$ cat src/rtl/llra_pkg.sv
// shared types and constants of the least-loaded row assigner
package llra_pkg;

  // configuration register indexes
  localparam logic [3:0] REG_ROW_COUNT = 4'd0;
  localparam logic [3:0] REG_PADDING   = 4'd1;

  // fixed field widths
  localparam int CFG_IDX_W   = 4;
  localparam int CFG_DATA_W  = 8;
  localparam int ROW_COUNT_W = 5;
  localparam int PAD_W       = 8;
  localparam int ITEM_W      = 12;
  localparam int ROW_IDX_W   = 4;
  localparam int WIDEST_W    = 16;
  localparam int S_TDATA_W   = 16;
  localparam int M_TDATA_W   = 24;

  // per-cell control from the sequencer
  typedef struct packed {
    logic active;  // cell takes part in the scan
    logic load;    // reload width with padding
    logic write;   // store the new width of the chosen row
  } llra_ctrl_t;

endpackage

$ cat src/rtl/llra_cell.sv
// one row cell: holds a row width and passes the running min/max scan onward
module llra_cell import llra_pkg::*; #(
  parameter int RW       = 16,
  parameter int IW       = 4,
  parameter int CELL_IDX = 0
) (
  input  logic          clk_i,
  input  logic          rst_ni,
  input  llra_ctrl_t    ctrl_i,
  input  logic [RW-1:0] load_val_i,
  input  logic [RW-1:0] wr_val_i,
  input  logic          scan_valid_i,
  input  logic [RW-1:0] scan_min_i,
  input  logic [IW-1:0] scan_idx_i,
  input  logic [RW-1:0] scan_max_i,
  output logic          scan_valid_o,
  output logic [RW-1:0] scan_min_o,
  output logic [IW-1:0] scan_idx_o,
  output logic [RW-1:0] scan_max_o
);

  logic [RW-1:0] width_q;
  logic          valid_q;
  logic [RW-1:0] min_q, min_d;
  logic [IW-1:0] idx_q, idx_d;
  logic [RW-1:0] max_q, max_d;

  // row width storage
  always_ff @(posedge clk_i or negedge rst_ni) begin
    if (!rst_ni) begin
      width_q <= '0;
    end else if (ctrl_i.load) begin
      width_q <= load_val_i;
    end else if (ctrl_i.write) begin
      width_q <= wr_val_i;
    end
  end

  // compare against the running scan, strict less keeps the lowest index on ties
  always_comb begin
    min_d = scan_min_i;
    idx_d = scan_idx_i;
    max_d = scan_max_i;
    if (ctrl_i.active) begin
      if (width_q < scan_min_i) begin
        min_d = width_q;
        idx_d = IW'(CELL_IDX);
      end
      if (width_q > scan_max_i) begin
        max_d = width_q;
      end
    end
  end

  // scan stage toward the next cell
  always_ff @(posedge clk_i or negedge rst_ni) begin
    if (!rst_ni) begin
      valid_q <= 1'b0;
    end else begin
      valid_q <= scan_valid_i;
    end
  end

  always_ff @(posedge clk_i) begin
    min_q <= min_d;
    idx_q <= idx_d;
    max_q <= max_d;
  end

  assign scan_valid_o = valid_q;
  assign scan_min_o   = min_q;
  assign scan_idx_o   = idx_q;
  assign scan_max_o   = max_q;

endmodule

$ cat src/rtl/least_loaded_row_assigner_core.sv
// top level: row cell chain, sequencer, config registers and stream ports
//
// channel | dir | fields (low bit first)
// s_axis  | in  | tdata: item_width[11:0], zero[15:12]; tlast: last_item
// m_axis  | out | tdata: row_index[3:0], widest_row[19:4], zero[23:20]; tuser: set_done
// cfg     | in  | cfg_index_i 0: row_count, 1: padding; cfg_data_i value
//
// an item passes one scan hop per row cell, then the add and saturate
// stage, then the write-back into the chosen cell
// the next item is taken in the cycle after write-back, even while the result waits
// write-back stalls only while the previous result is still held on m_axis
// reset loads every row width with zero (the reset padding), no clearing pass
// a row_count or padding write reloads all rows with the padding value
module least_loaded_row_assigner_core import llra_pkg::*; #(
  parameter int MAX_ROWS       = 16,
  parameter int ROW_WIDTH_BITS = 16
) (
  input  logic                  clk_i,
  input  logic                  rst_ni,
  input  logic                  cfg_we_i,
  input  logic [CFG_IDX_W-1:0]  cfg_index_i,
  input  logic [CFG_DATA_W-1:0] cfg_data_i,
  input  logic                  s_axis_tvalid,
  output logic                  s_axis_tready,
  input  logic [S_TDATA_W-1:0]  s_axis_tdata,   // item_width[11:0], zero[15:12]
  input  logic                  s_axis_tlast,   // last_item
  output logic                  m_axis_tvalid,
  input  logic                  m_axis_tready,
  output logic [M_TDATA_W-1:0]  m_axis_tdata,   // row_index[3:0], widest_row[19:4], zero
  output logic                  m_axis_tuser    // set_done
);

  localparam int RW = ROW_WIDTH_BITS;
  localparam int IW = (MAX_ROWS > 1) ? $clog2(MAX_ROWS) : 1;
  localparam int SW = RW + 13;
  localparam int XW = (RW > WIDEST_W) ? RW : WIDEST_W;

  localparam logic [1:0] ST_IDLE = 2'd0;
  localparam logic [1:0] ST_SCAN = 2'd1;
  localparam logic [1:0] ST_WB   = 2'd2;

  logic [1:0] state_q, state_d;

  logic [ROW_COUNT_W-1:0] row_count_q;
  logic [PAD_W-1:0]       padding_q;

  logic [ITEM_W-1:0] item_q;
  logic              last_q;

  logic [RW-1:0] sum_q;
  logic [IW-1:0] best_q;
  logic [RW-1:0] maxb_q;

  logic                 out_valid_q;
  logic [ROW_IDX_W-1:0] out_idx_q;
  logic [WIDEST_W-1:0]  out_widest_q;
  logic                 out_done_q;

  logic s_hs, out_free, wb_go, cfg_load;
  logic [RW-1:0] load_val;
  logic [7:0] rows_n;
  logic [SW-1:0] sum_full;
  logic [RW-1:0] sum_sat;
  logic [XW-1:0] widest_x;
  logic [WIDEST_W-1:0] widest_sat;
  logic [IW+ROW_IDX_W-1:0] idx_ext;

  // scan chain wires, entry 0 is the injected start of scan
  logic          ch_valid [MAX_ROWS+1];
  logic [RW-1:0] ch_min   [MAX_ROWS+1];
  logic [IW-1:0] ch_idx   [MAX_ROWS+1];
  logic [RW-1:0] ch_max   [MAX_ROWS+1];
  llra_ctrl_t    ctrl     [MAX_ROWS];
  logic [MAX_ROWS-1:0] wr_vec;

  assign s_hs     = s_axis_tvalid && s_axis_tready;
  assign out_free = !out_valid_q || m_axis_tready;
  assign wb_go    = (state_q == ST_WB) && out_free;
  assign cfg_load = cfg_we_i && ((cfg_index_i == REG_ROW_COUNT) ||
                                 (cfg_index_i == REG_PADDING));

  // rows in use, zero counts as one and large values clamp
  always_comb begin
    rows_n = 8'(row_count_q);
    if (rows_n == 8'd0) begin
      rows_n = 8'd1;
    end else if (rows_n > 8'(MAX_ROWS)) begin
      rows_n = 8'(MAX_ROWS);
    end
  end

  // reload value: new padding on a padding write, else the current one
  assign load_val = (cfg_we_i && (cfg_index_i == REG_PADDING)) ?
                    RW'(cfg_data_i) : RW'(padding_q);

  // configuration registers
  always_ff @(posedge clk_i or negedge rst_ni) begin
    if (!rst_ni) begin
      row_count_q <= ROW_COUNT_W'(1);
      padding_q   <= '0;
    end else if (cfg_we_i) begin
      if (cfg_index_i == REG_ROW_COUNT) begin
        row_count_q <= cfg_data_i[ROW_COUNT_W-1:0];
      end else if (cfg_index_i == REG_PADDING) begin
        padding_q <= cfg_data_i[PAD_W-1:0];
      end
    end
  end

  // scan injection at the input transaction
  assign ch_valid[0] = s_hs;
  assign ch_min[0]   = '1;
  assign ch_idx[0]   = '0;
  assign ch_max[0]   = '0;

  // row cells
  for (genvar g = 0; g < MAX_ROWS; g++) begin : g_cell
    assign wr_vec[g]     = wb_go && !last_q && (best_q == IW'(g));
    assign ctrl[g].active = (8'(g) < rows_n);
    assign ctrl[g].load   = cfg_load || (wb_go && last_q);
    assign ctrl[g].write  = wr_vec[g];

    llra_cell #(
      .RW       (RW),
      .IW       (IW),
      .CELL_IDX (g)
    ) u_cell (
      .clk_i        (clk_i),
      .rst_ni       (rst_ni),
      .ctrl_i       (ctrl[g]),
      .load_val_i   (load_val),
      .wr_val_i     (sum_q),
      .scan_valid_i (ch_valid[g]),
      .scan_min_i   (ch_min[g]),
      .scan_idx_i   (ch_idx[g]),
      .scan_max_i   (ch_max[g]),
      .scan_valid_o (ch_valid[g+1]),
      .scan_min_o   (ch_min[g+1]),
      .scan_idx_o   (ch_idx[g+1]),
      .scan_max_o   (ch_max[g+1])
    );
  end

  // add item width and padding to the lightest row, saturating
  assign sum_full = SW'(ch_min[MAX_ROWS]) + SW'(item_q) + SW'(padding_q);
  assign sum_sat  = (sum_full > SW'({RW{1'b1}})) ? '1 : sum_full[RW-1:0];

  // widest row after placement, clamped to the result field
  always_comb begin
    widest_x = (sum_q > maxb_q) ? XW'(sum_q) : XW'(maxb_q);
    if (widest_x > XW'({WIDEST_W{1'b1}})) begin
      widest_sat = '1;
    end else begin
      widest_sat = widest_x[WIDEST_W-1:0];
    end
  end

  assign idx_ext = (IW+ROW_IDX_W)'(best_q);

  // sequencer
  always_comb begin
    state_d = state_q;
    case (state_q)
      ST_IDLE: if (s_hs) state_d = ST_SCAN;
      ST_SCAN: if (ch_valid[MAX_ROWS]) state_d = ST_WB;
      ST_WB:   if (out_free) state_d = ST_IDLE;
      default: state_d = ST_IDLE;
    endcase
  end

  always_ff @(posedge clk_i or negedge rst_ni) begin
    if (!rst_ni) begin
      state_q <= ST_IDLE;
    end else begin
      state_q <= state_d;
    end
  end

  // item capture
  always_ff @(posedge clk_i) begin
    if (s_hs) begin
      item_q <= s_axis_tdata[ITEM_W-1:0];
      last_q <= s_axis_tlast;
    end
  end

  // scan result capture
  always_ff @(posedge clk_i) begin
    if ((state_q == ST_SCAN) && ch_valid[MAX_ROWS]) begin
      sum_q  <= sum_sat;
      best_q <= ch_idx[MAX_ROWS];
      maxb_q <= ch_max[MAX_ROWS];
    end
  end

  // output register
  always_ff @(posedge clk_i or negedge rst_ni) begin
    if (!rst_ni) begin
      out_valid_q <= 1'b0;
    end else if (wb_go) begin
      out_valid_q <= 1'b1;
    end else if (m_axis_tready) begin
      out_valid_q <= 1'b0;
    end
  end

  always_ff @(posedge clk_i) begin
    if (wb_go) begin
      out_idx_q    <= idx_ext[ROW_IDX_W-1:0];
      out_widest_q <= last_q ? widest_sat : '0;
      out_done_q   <= last_q;
    end
  end

  assign s_axis_tready = (state_q == ST_IDLE);
  assign m_axis_tvalid = out_valid_q;
  assign m_axis_tdata  = {4'b0, out_widest_q, out_idx_q};
  assign m_axis_tuser  = out_done_q;

  // the scan only reaches the chain end while the sequencer waits for it
  a_scan_in_state: assert property (@(posedge clk_i) disable iff (!rst_ni)
    ch_valid[MAX_ROWS] |-> (state_q == ST_SCAN))
    else $error("scan result outside scan state");

  // at most one row cell is written per item
  a_one_write: assert property (@(posedge clk_i) disable iff (!rst_ni)
    $onehot0(wr_vec))
    else $error("more than one row written");

  // a result that does not close a set carries no widest row
  a_widest_zero: assert property (@(posedge clk_i) disable iff (!rst_ni)
    (m_axis_tvalid && !m_axis_tuser) |-> (m_axis_tdata[19:4] == '0))
    else $error("widest row set on a non-final result");

  // write-back never overwrites a result still waiting on the output
  a_no_overwrite: assert property (@(posedge clk_i) disable iff (!rst_ni)
    (m_axis_tvalid && !m_axis_tready) |=> m_axis_tvalid && $stable(m_axis_tdata))
    else $error("pending result overwritten");

endmodule

$ cat config.mk
export PLATFORM = sky130hd
export DESIGN_NAME = least_loaded_row_assigner_core
export DESIGN_NICKNAME = d
export VERILOG_FILES = /design/src/rtl/llra_pkg.sv /design/src/rtl/llra_cell.sv /design/src/rtl/least_loaded_row_assigner_core.sv
export SDC_FILE = /design/constraint.sdc
export NUM_CORES = 2
export LEC_CHECK = 0
export BUFFER_PORTS_ARGS = -buffer_cell sky130_fd_sc_hd__buf_2
export CAP_MARGIN = 20
export CORE_MARGIN = 4
export CORE_UTILIZATION = 32
export CTS_CLUSTER_DIAMETER = 150
export DETAILED_ROUTE_END_ITERATION = 8
export GPL_ROUTABILITY_DRIVEN = 0
export HOLD_SLACK_MARGIN = 0.12
export SLEW_MARGIN = 15
export SYNTH_ARGS = -nofsm -noshare
export SYNTH_HDL_FRONTEND = slang
export SYNTH_SLANG_ARGS = --single-unit
$ cat constraint.sdc
create_clock -name clk_i -period 3.9 [get_ports clk_i]
set_clock_uncertainty 0.2 [all_clocks]
set_input_delay 0.39 -clock clk_i [delete_from_list [all_inputs] [get_ports clk_i]]
set_output_delay 0.39 -clock clk_i [all_outputs]
set_load 0.02 [all_outputs]
Yosys cells after proc, flatten, opt, wreduce, memory -nomap -nowiden
Index checks and enable logic that the tools add are counted.
{"block": "word_totals", "register_bits": 930, "input_bits": 34, "output_inout_bits": 27, "wordCells": 353}
{"block": "op_classes", "addsub": 2, "n_lt_le_gt_ge": 52, "n_eq_ne": 21, "mux": 132, "bitwise_logic": 1, "n_reduce_logical": 54}
{"cell": "2-to-1 mux 16 bit", "n": 94}
{"cell": "greater-than comparator 16 bit", "n": 16}
{"cell": "less-than comparator 16 bit", "n": 15}
{"cell": "2-to-1 mux 4 bit", "n": 28}
{"cell": "less-than comparator 4 x 8 -> 1 bit, first input constant", "n": 8}
{"cell": "nonzero test 2 bit", "n": 17}
{"cell": "equality test 4 bit, second input constant", "n": 8}
{"cell": "less-than comparator 3 x 8 -> 1 bit, first input constant", "n": 4}
{"cell": "logical AND 1 bit", "n": 23}
{"cell": "adder 17 x 8 -> 18 bit", "n": 1}
{"cell": "greater-than comparator 18 x 16 -> 1 bit, second input constant", "n": 1}
{"cell": "adder 16 x 12 -> 17 bit", "n": 1}
{"cell": "equality test 4 x 3 -> 1 bit, second input constant", "n": 4}
{"cell": "greater-than comparator 16 x 1 -> 1 bit, second input constant", "n": 1}
{"cell": "greater-than comparator 16 bit, second input constant", "n": 1}
{"cell": "less-than comparator 1 x 8 -> 1 bit, first input constant", "n": 2}
{"cell": "less-than comparator 16 bit, second input constant", "n": 1}
{"cell": "less-than comparator 2 x 8 -> 1 bit, first input constant", "n": 2}
{"cell": "2-to-1 mux 8 bit", "n": 2}
{"cell": "equality test 4 x 1 -> 1 bit, second input constant", "n": 2}
{"cell": "equality test 4 x 2 -> 1 bit, second input constant", "n": 2}
{"cell": "logical NOT 4 bit", "n": 2}
{"cell": "2-to-1 mux 2 bit", "n": 3}
{"cell": "one-hot mux 2 bit (3 select lines)", "n": 1}
{"cell": "other kinds (14)", "n": 23}

Logic depth before layout (Yosys ltp)
{"block": "depth", "depth_word": 7, "depth_mapped": 10, "mapped_depth_nobuf": 10}

Cells and area by module
From an unflattened synthesis, not the netlist that was laid out.
{"block": "hier_totals", "cells_unflattened": 4445, "area_unflattened_um2": 47340.4}
{"module": "llra_cell", "n_inst": 16, "cells_per_inst": 253, "area_per_inst_um2": 2662.6, "seq_area_each_um2": 1146.1}
{"module": "least_loaded_row_assigner_core", "n_inst": 1, "cells_per_inst": 397, "area_per_inst_um2": 4739.5, "seq_area_each_um2": 2503.7}

Least setup slack after synthesis
Ideal clock, no wire load.
{"block": "synth_path", "kind": "flip-flop to flip-flop", "from": "register padding_q[2]", "to": "register sum_q[2], data pin", "setup_time_ps": 256, "arrival_time_ps": 2649, "setup_slack_ps": 795, "path_stages_with_launch": 10, "synth_period_minus_slack_ps": 3105, "path_cell_list": "dfrtp_1 fa_1 ha_1 a211oi_1 o21ai_0 a41oi_1 o21ai_0 o211ai_1 buf_2 nand2_1"}
{"block": "synth_between", "elab_chain_len": 2}
{"element": "start, declared", "line_no": "least_loaded_row_assigner_core.sv:45", "text": "logic [PAD_W-1:0] padding_q;"}
{"element": "start signal, assigned", "line_no": "least_loaded_row_assigner_core.sv:105", "text": "padding_q <= cfg_data_i[PAD_W-1:0];"}
{"element": "adder 17 x 8 -> 18 bit (*)", "line_no": "least_loaded_row_assigner_core.sv:145", "text": "assign sum_full = SW'(ch_min[MAX_ROWS]) + SW'(item_q) + SW'(padding_q);"}
{"element": "greater-than comparator 18 x 16 -> 1 bit", "line_no": "least_loaded_row_assigner_core.sv:146", "text": "assign sum_sat = (sum_full > SW'({RW{1'b1}})) ? '1 : sum_full[RW-1:0];"}
{"element": "end signal, assigned", "line_no": "least_loaded_row_assigner_core.sv:190", "text": "sum_q <= sum_sat;"}
{"element": "end, declared", "line_no": "least_loaded_row_assigner_core.sv:50", "text": "logic [RW-1:0] sum_q;"}
Every way passes the cells marked *; elsewhere a longest branch is shown, timed or not.
A chain may end at the register's enable or synchronous reset.

Worst setup path after layout
{"block": "layout_path", "from": "register padding_q[2]", "to": "register sum_q[14], data pin"}
Same word-level chain as after synthesis.

==> impl_metrics.env <==
export IMPL_ios=61
export IMPL_yosysWarnings=0
export IMPL_fin_ws_ns=0.412
export IMPL_drv_cap=0
export IMPL_portBuffers=52
export IMPL_grt_overflow_total=0
export IMPL_clk_latency_ns=0.66
export IMPL_synth_top_cell_area_share=0.254
export IMPL_hold_path_class="reg -> reg"
export IMPL_p_per_area_nw_per_um2=713
export IMPL_cp_start_kind="flip-flop"
export IMPL_placed_cells=5754
export IMPL_arrival_ns=3.69
export IMPL_path_max_fanout=4
export IMPL_fp_dieH_um=380
export IMPL_crit_slowest_cell="fa_1"
export IMPL_syn_area_um2=44200
export IMPL_yosysSeqAreaShare=0.465
export IMPL_fin_setup_tns_ns=0
export IMPL_fmax_mhz=287
export IMPL_grt_pass1_wl_um=168000
export IMPL_crit_type="reg -> reg"
export IMPL_synth_main_ff_cell="dfxtp_1"
export IMPL_grt_start_max_net_pins=92
export IMPL_viasPerCell=4.81
export IMPL_slew_headroom=0.275
export IMPL_grt_pass1_vias=29000
export IMPL_vias=28700
export IMPL_synthArstFlopShare=0.313
export IMPL_yosysTopAreaCell="dfxtp_1"
export IMPL_antenna_found_initial=5
export IMPL_pre_cts_ws_ns=0.425
export IMPL_synth_cell_types=85
export IMPL_drc=0
export IMPL_start_util=0.322
export IMPL_area_growth_pct=14.0
export IMPL_drt_wl_total_um=108000
export IMPL_n_antenna_cell=0
export IMPL_routedWlPerCell_um=18.2
export IMPL_nNetsFinal=4634
export IMPL_path_cells="fa_1 -> ha_1 -> a211oi_1 -> o21ai_0 -> a41oi_1 -> o21ai_0 -> a31oi_1 -> mux2_2"
export IMPL_critPathMaxStageDelay_ns=0.50
export IMPL_ant_nets=0
export IMPL_cts_root_buffer="clkbuf_16"
export IMPL_track_usage=0.148
export IMPL_multi_input_area_um2=21100
export IMPL_clk_pin_slew_ns=0.06
export IMPL_max_slew_worst_pin_slew_ns=1.08
export IMPL_yosys_register_bits=919
export IMPL_layout_drive_gt1_share=0.236
export IMPL_clockBufferDepth=3
export IMPL_status="completed"
export IMPL_post_route_period_util=0.894
export IMPL_die_w_um=380
export IMPL_design_area_um2=50400
export IMPL_worst_path_most_repeated_cell="o21ai_0"
export IMPL_seqCellArea_um2=20500
export IMPL_placed_area_um2=46700
export IMPL_synthTopCellsByCount="605 x mux2_2, 561 x dfxtp_1, 497 x ha_1"
export IMPL_fin_crit_ns=3.49
export IMPL_cts_sinks=919
export IMPL_die_area_um2=144000
export IMPL_htree_levels=3
export IMPL_drt_iter0_drc=1648
export IMPL_netlist_instances=3983
export IMPL_rsz0062_at_grt="no"
export IMPL_fillers=13400
export IMPL_fp_row_count=136
export IMPL_yosysMostFrequentCell="mux2_2"
export IMPL_dr_pass1_iters=5
export IMPL_setup_viol=0
export IMPL_cts_buffers=99
export IMPL_avgSynthCellArea_um2=11.1
export IMPL_synthTopCellsByArea="dfxtp_1 25%, dfrtp_1 16%, mux2_2 15%"
export IMPL_p_leak_nw=22.3
export IMPL_post_route_util=0.367
export IMPL_end_kind="flip-flop"
export IMPL_hold_viol_final=0
export IMPL_core_area_um2=137000
export IMPL_required_ns=4.11
export IMPL_dp_hpwl_um=77600
export IMPL_cts_tree="yes"
export IMPL_finalMaxSlewViolations=0
export IMPL_vdd_ir_drop_max_v=0.000357
export IMPL_synth_edff_count=70
export IMPL_finalNonFillerCells=5970
## worst max-delay path, delay by kind of cell, from the launching register on
family | cells | cell delay (ns)
AO/OA/AOI/OAI | 5 | 1.45
multiplexers | 1 | 0.35
flip-flops | 1 | 0.40
adder cells (fa/ha/maj) | 2 | 0.83
## path summary, 6_finish.rpt
| path | from | end | slack [ns] | cells past startpoint |
|---|---|---|---|---|
| setup / recovery | padding_q[2] | sum_q[14] | 0.41 | 8 |
| hold / removal | g_cell[12].u_cell.scan_valid_o | g_cell[13].u_cell.scan_valid_o | 0.15 | 0 |
| setup reg to reg | padding_q[2] | sum_q[14] | 0.41 | 8 |
| hold reg to reg | g_cell[12].u_cell.scan_valid_o | g_cell[13].u_cell.scan_valid_o | 0.15 | 0 |
| max in group asynchronous | rst_ni | g_cell[3].u_cell.width_q[2] | 2.71 | 3 |
| min in group asynchronous | rst_ni | g_cell[10].u_cell.width_q[15] | 0.21 | 3 |
## stage by stage
stage	power (mW)	hold WS (ns)
global placement	26.2	0.130
floorplan	22.8	-0.106
finish	35.9	0.146
global route	38.3	0.150
detailed placement	26.5	0.135
CTS	36.2	0.148
## sequential cells by signal, summed over array words and instances (netlist names), 2 cells and up
name and flops:
best_q 4, g_cell.u_cell.scan_idx_o 49, g_cell.u_cell.scan_max_o 256, g_cell.u_cell.scan_min_o 256
g_cell.u_cell.scan_valid_o 16, g_cell.u_cell.width_q 256, item_q 12, maxb_q 16
out_idx_q 4, out_widest_q 16, padding_q 8, row_count_q 5
state_q 2, sum_q 16
## power by group
group | internal, mW | leakage, nW | switching, mW
Sequential | 12.0 | 8.99 | 1.74
Combinational | 6.39 | 11.7 | 6.23
Clock | 5.64 | 1.65 | 3.91
Total | 24.0 | 22.3 | 11.9
## final cells by class
| type | count | share of cell area |
|---|---|---|
| Sequential cell | 919 | 0.408 |
| Tap cell | 1794 | 0.0446 |
| Inverter | 492 | 0.0367 |
| Clock buffer | 130 | 0.0545 |
| Clock inverter | 53 | 0.0118 |
| Timing Repair Buffer | 164 | 0.0253 |
| Multi-Input combinational cell | 2418 | 0.419 |
## per-layer routing
metal	up-vias	wire, um	global-route usage
li1	14100	-	-
met1	13900	48600	0.194
met2	561	52300	0.253
met3	147	5040	0.0212
met4	0	2570	0.0432
met5	-	0	0
## logic make-up (layout without fill, tap and decap cells)
logic type | after synthesis | in the layout | synth area share
AO/OA/AOI/OAI | 536 | 536 | 0.0780
AND/OR/NAND/NOR | 661 | 661 | 0.0742
other | 1 | 4 | 0.0000849
XOR/XNOR | 9 | 9 | 0.00178
multiplexers | 702 | 702 | 0.177
flip-flops | 919 | 919 | 0.465
buffers and inverters | 649 | 839 | 0.0590
adder cells (fa/ha/maj) | 506 | 506 | 0.145
## placed cells by master (no fill, tap or decap), drive strengths merged, types with 6 or more instances in the layout
cell type      n
a2111oi       13
a211oi        35
a21o          34
a21oi        223
a221oi         6
a31oi         14
a41oi          6
and2           9
and3           9
buf          132
bufinv        10
clkbuf       130
clkinv        36
dfrtp        287
dfxtp        561
dlygate4sd3   32
edfxtp        70
fa             9
ha           497
inv          495
mux2         612
mux2i         90
nand2        159
nand2b        31
nand3         97
nand4         65
nor2         172
nor2b         50
nor3          24
o211ai        29
o21a          14
o21ai        111
o31a          10
o31ai         12
or2           30
xor2           7
## repair_timing
item                      4_1_cts  5_1_grt
hold buffers                   33        0
buffers inserted                0        0
hold endpoints to repair      316        0
resized for setup               0        0
(Power assumes the default switching activity.)
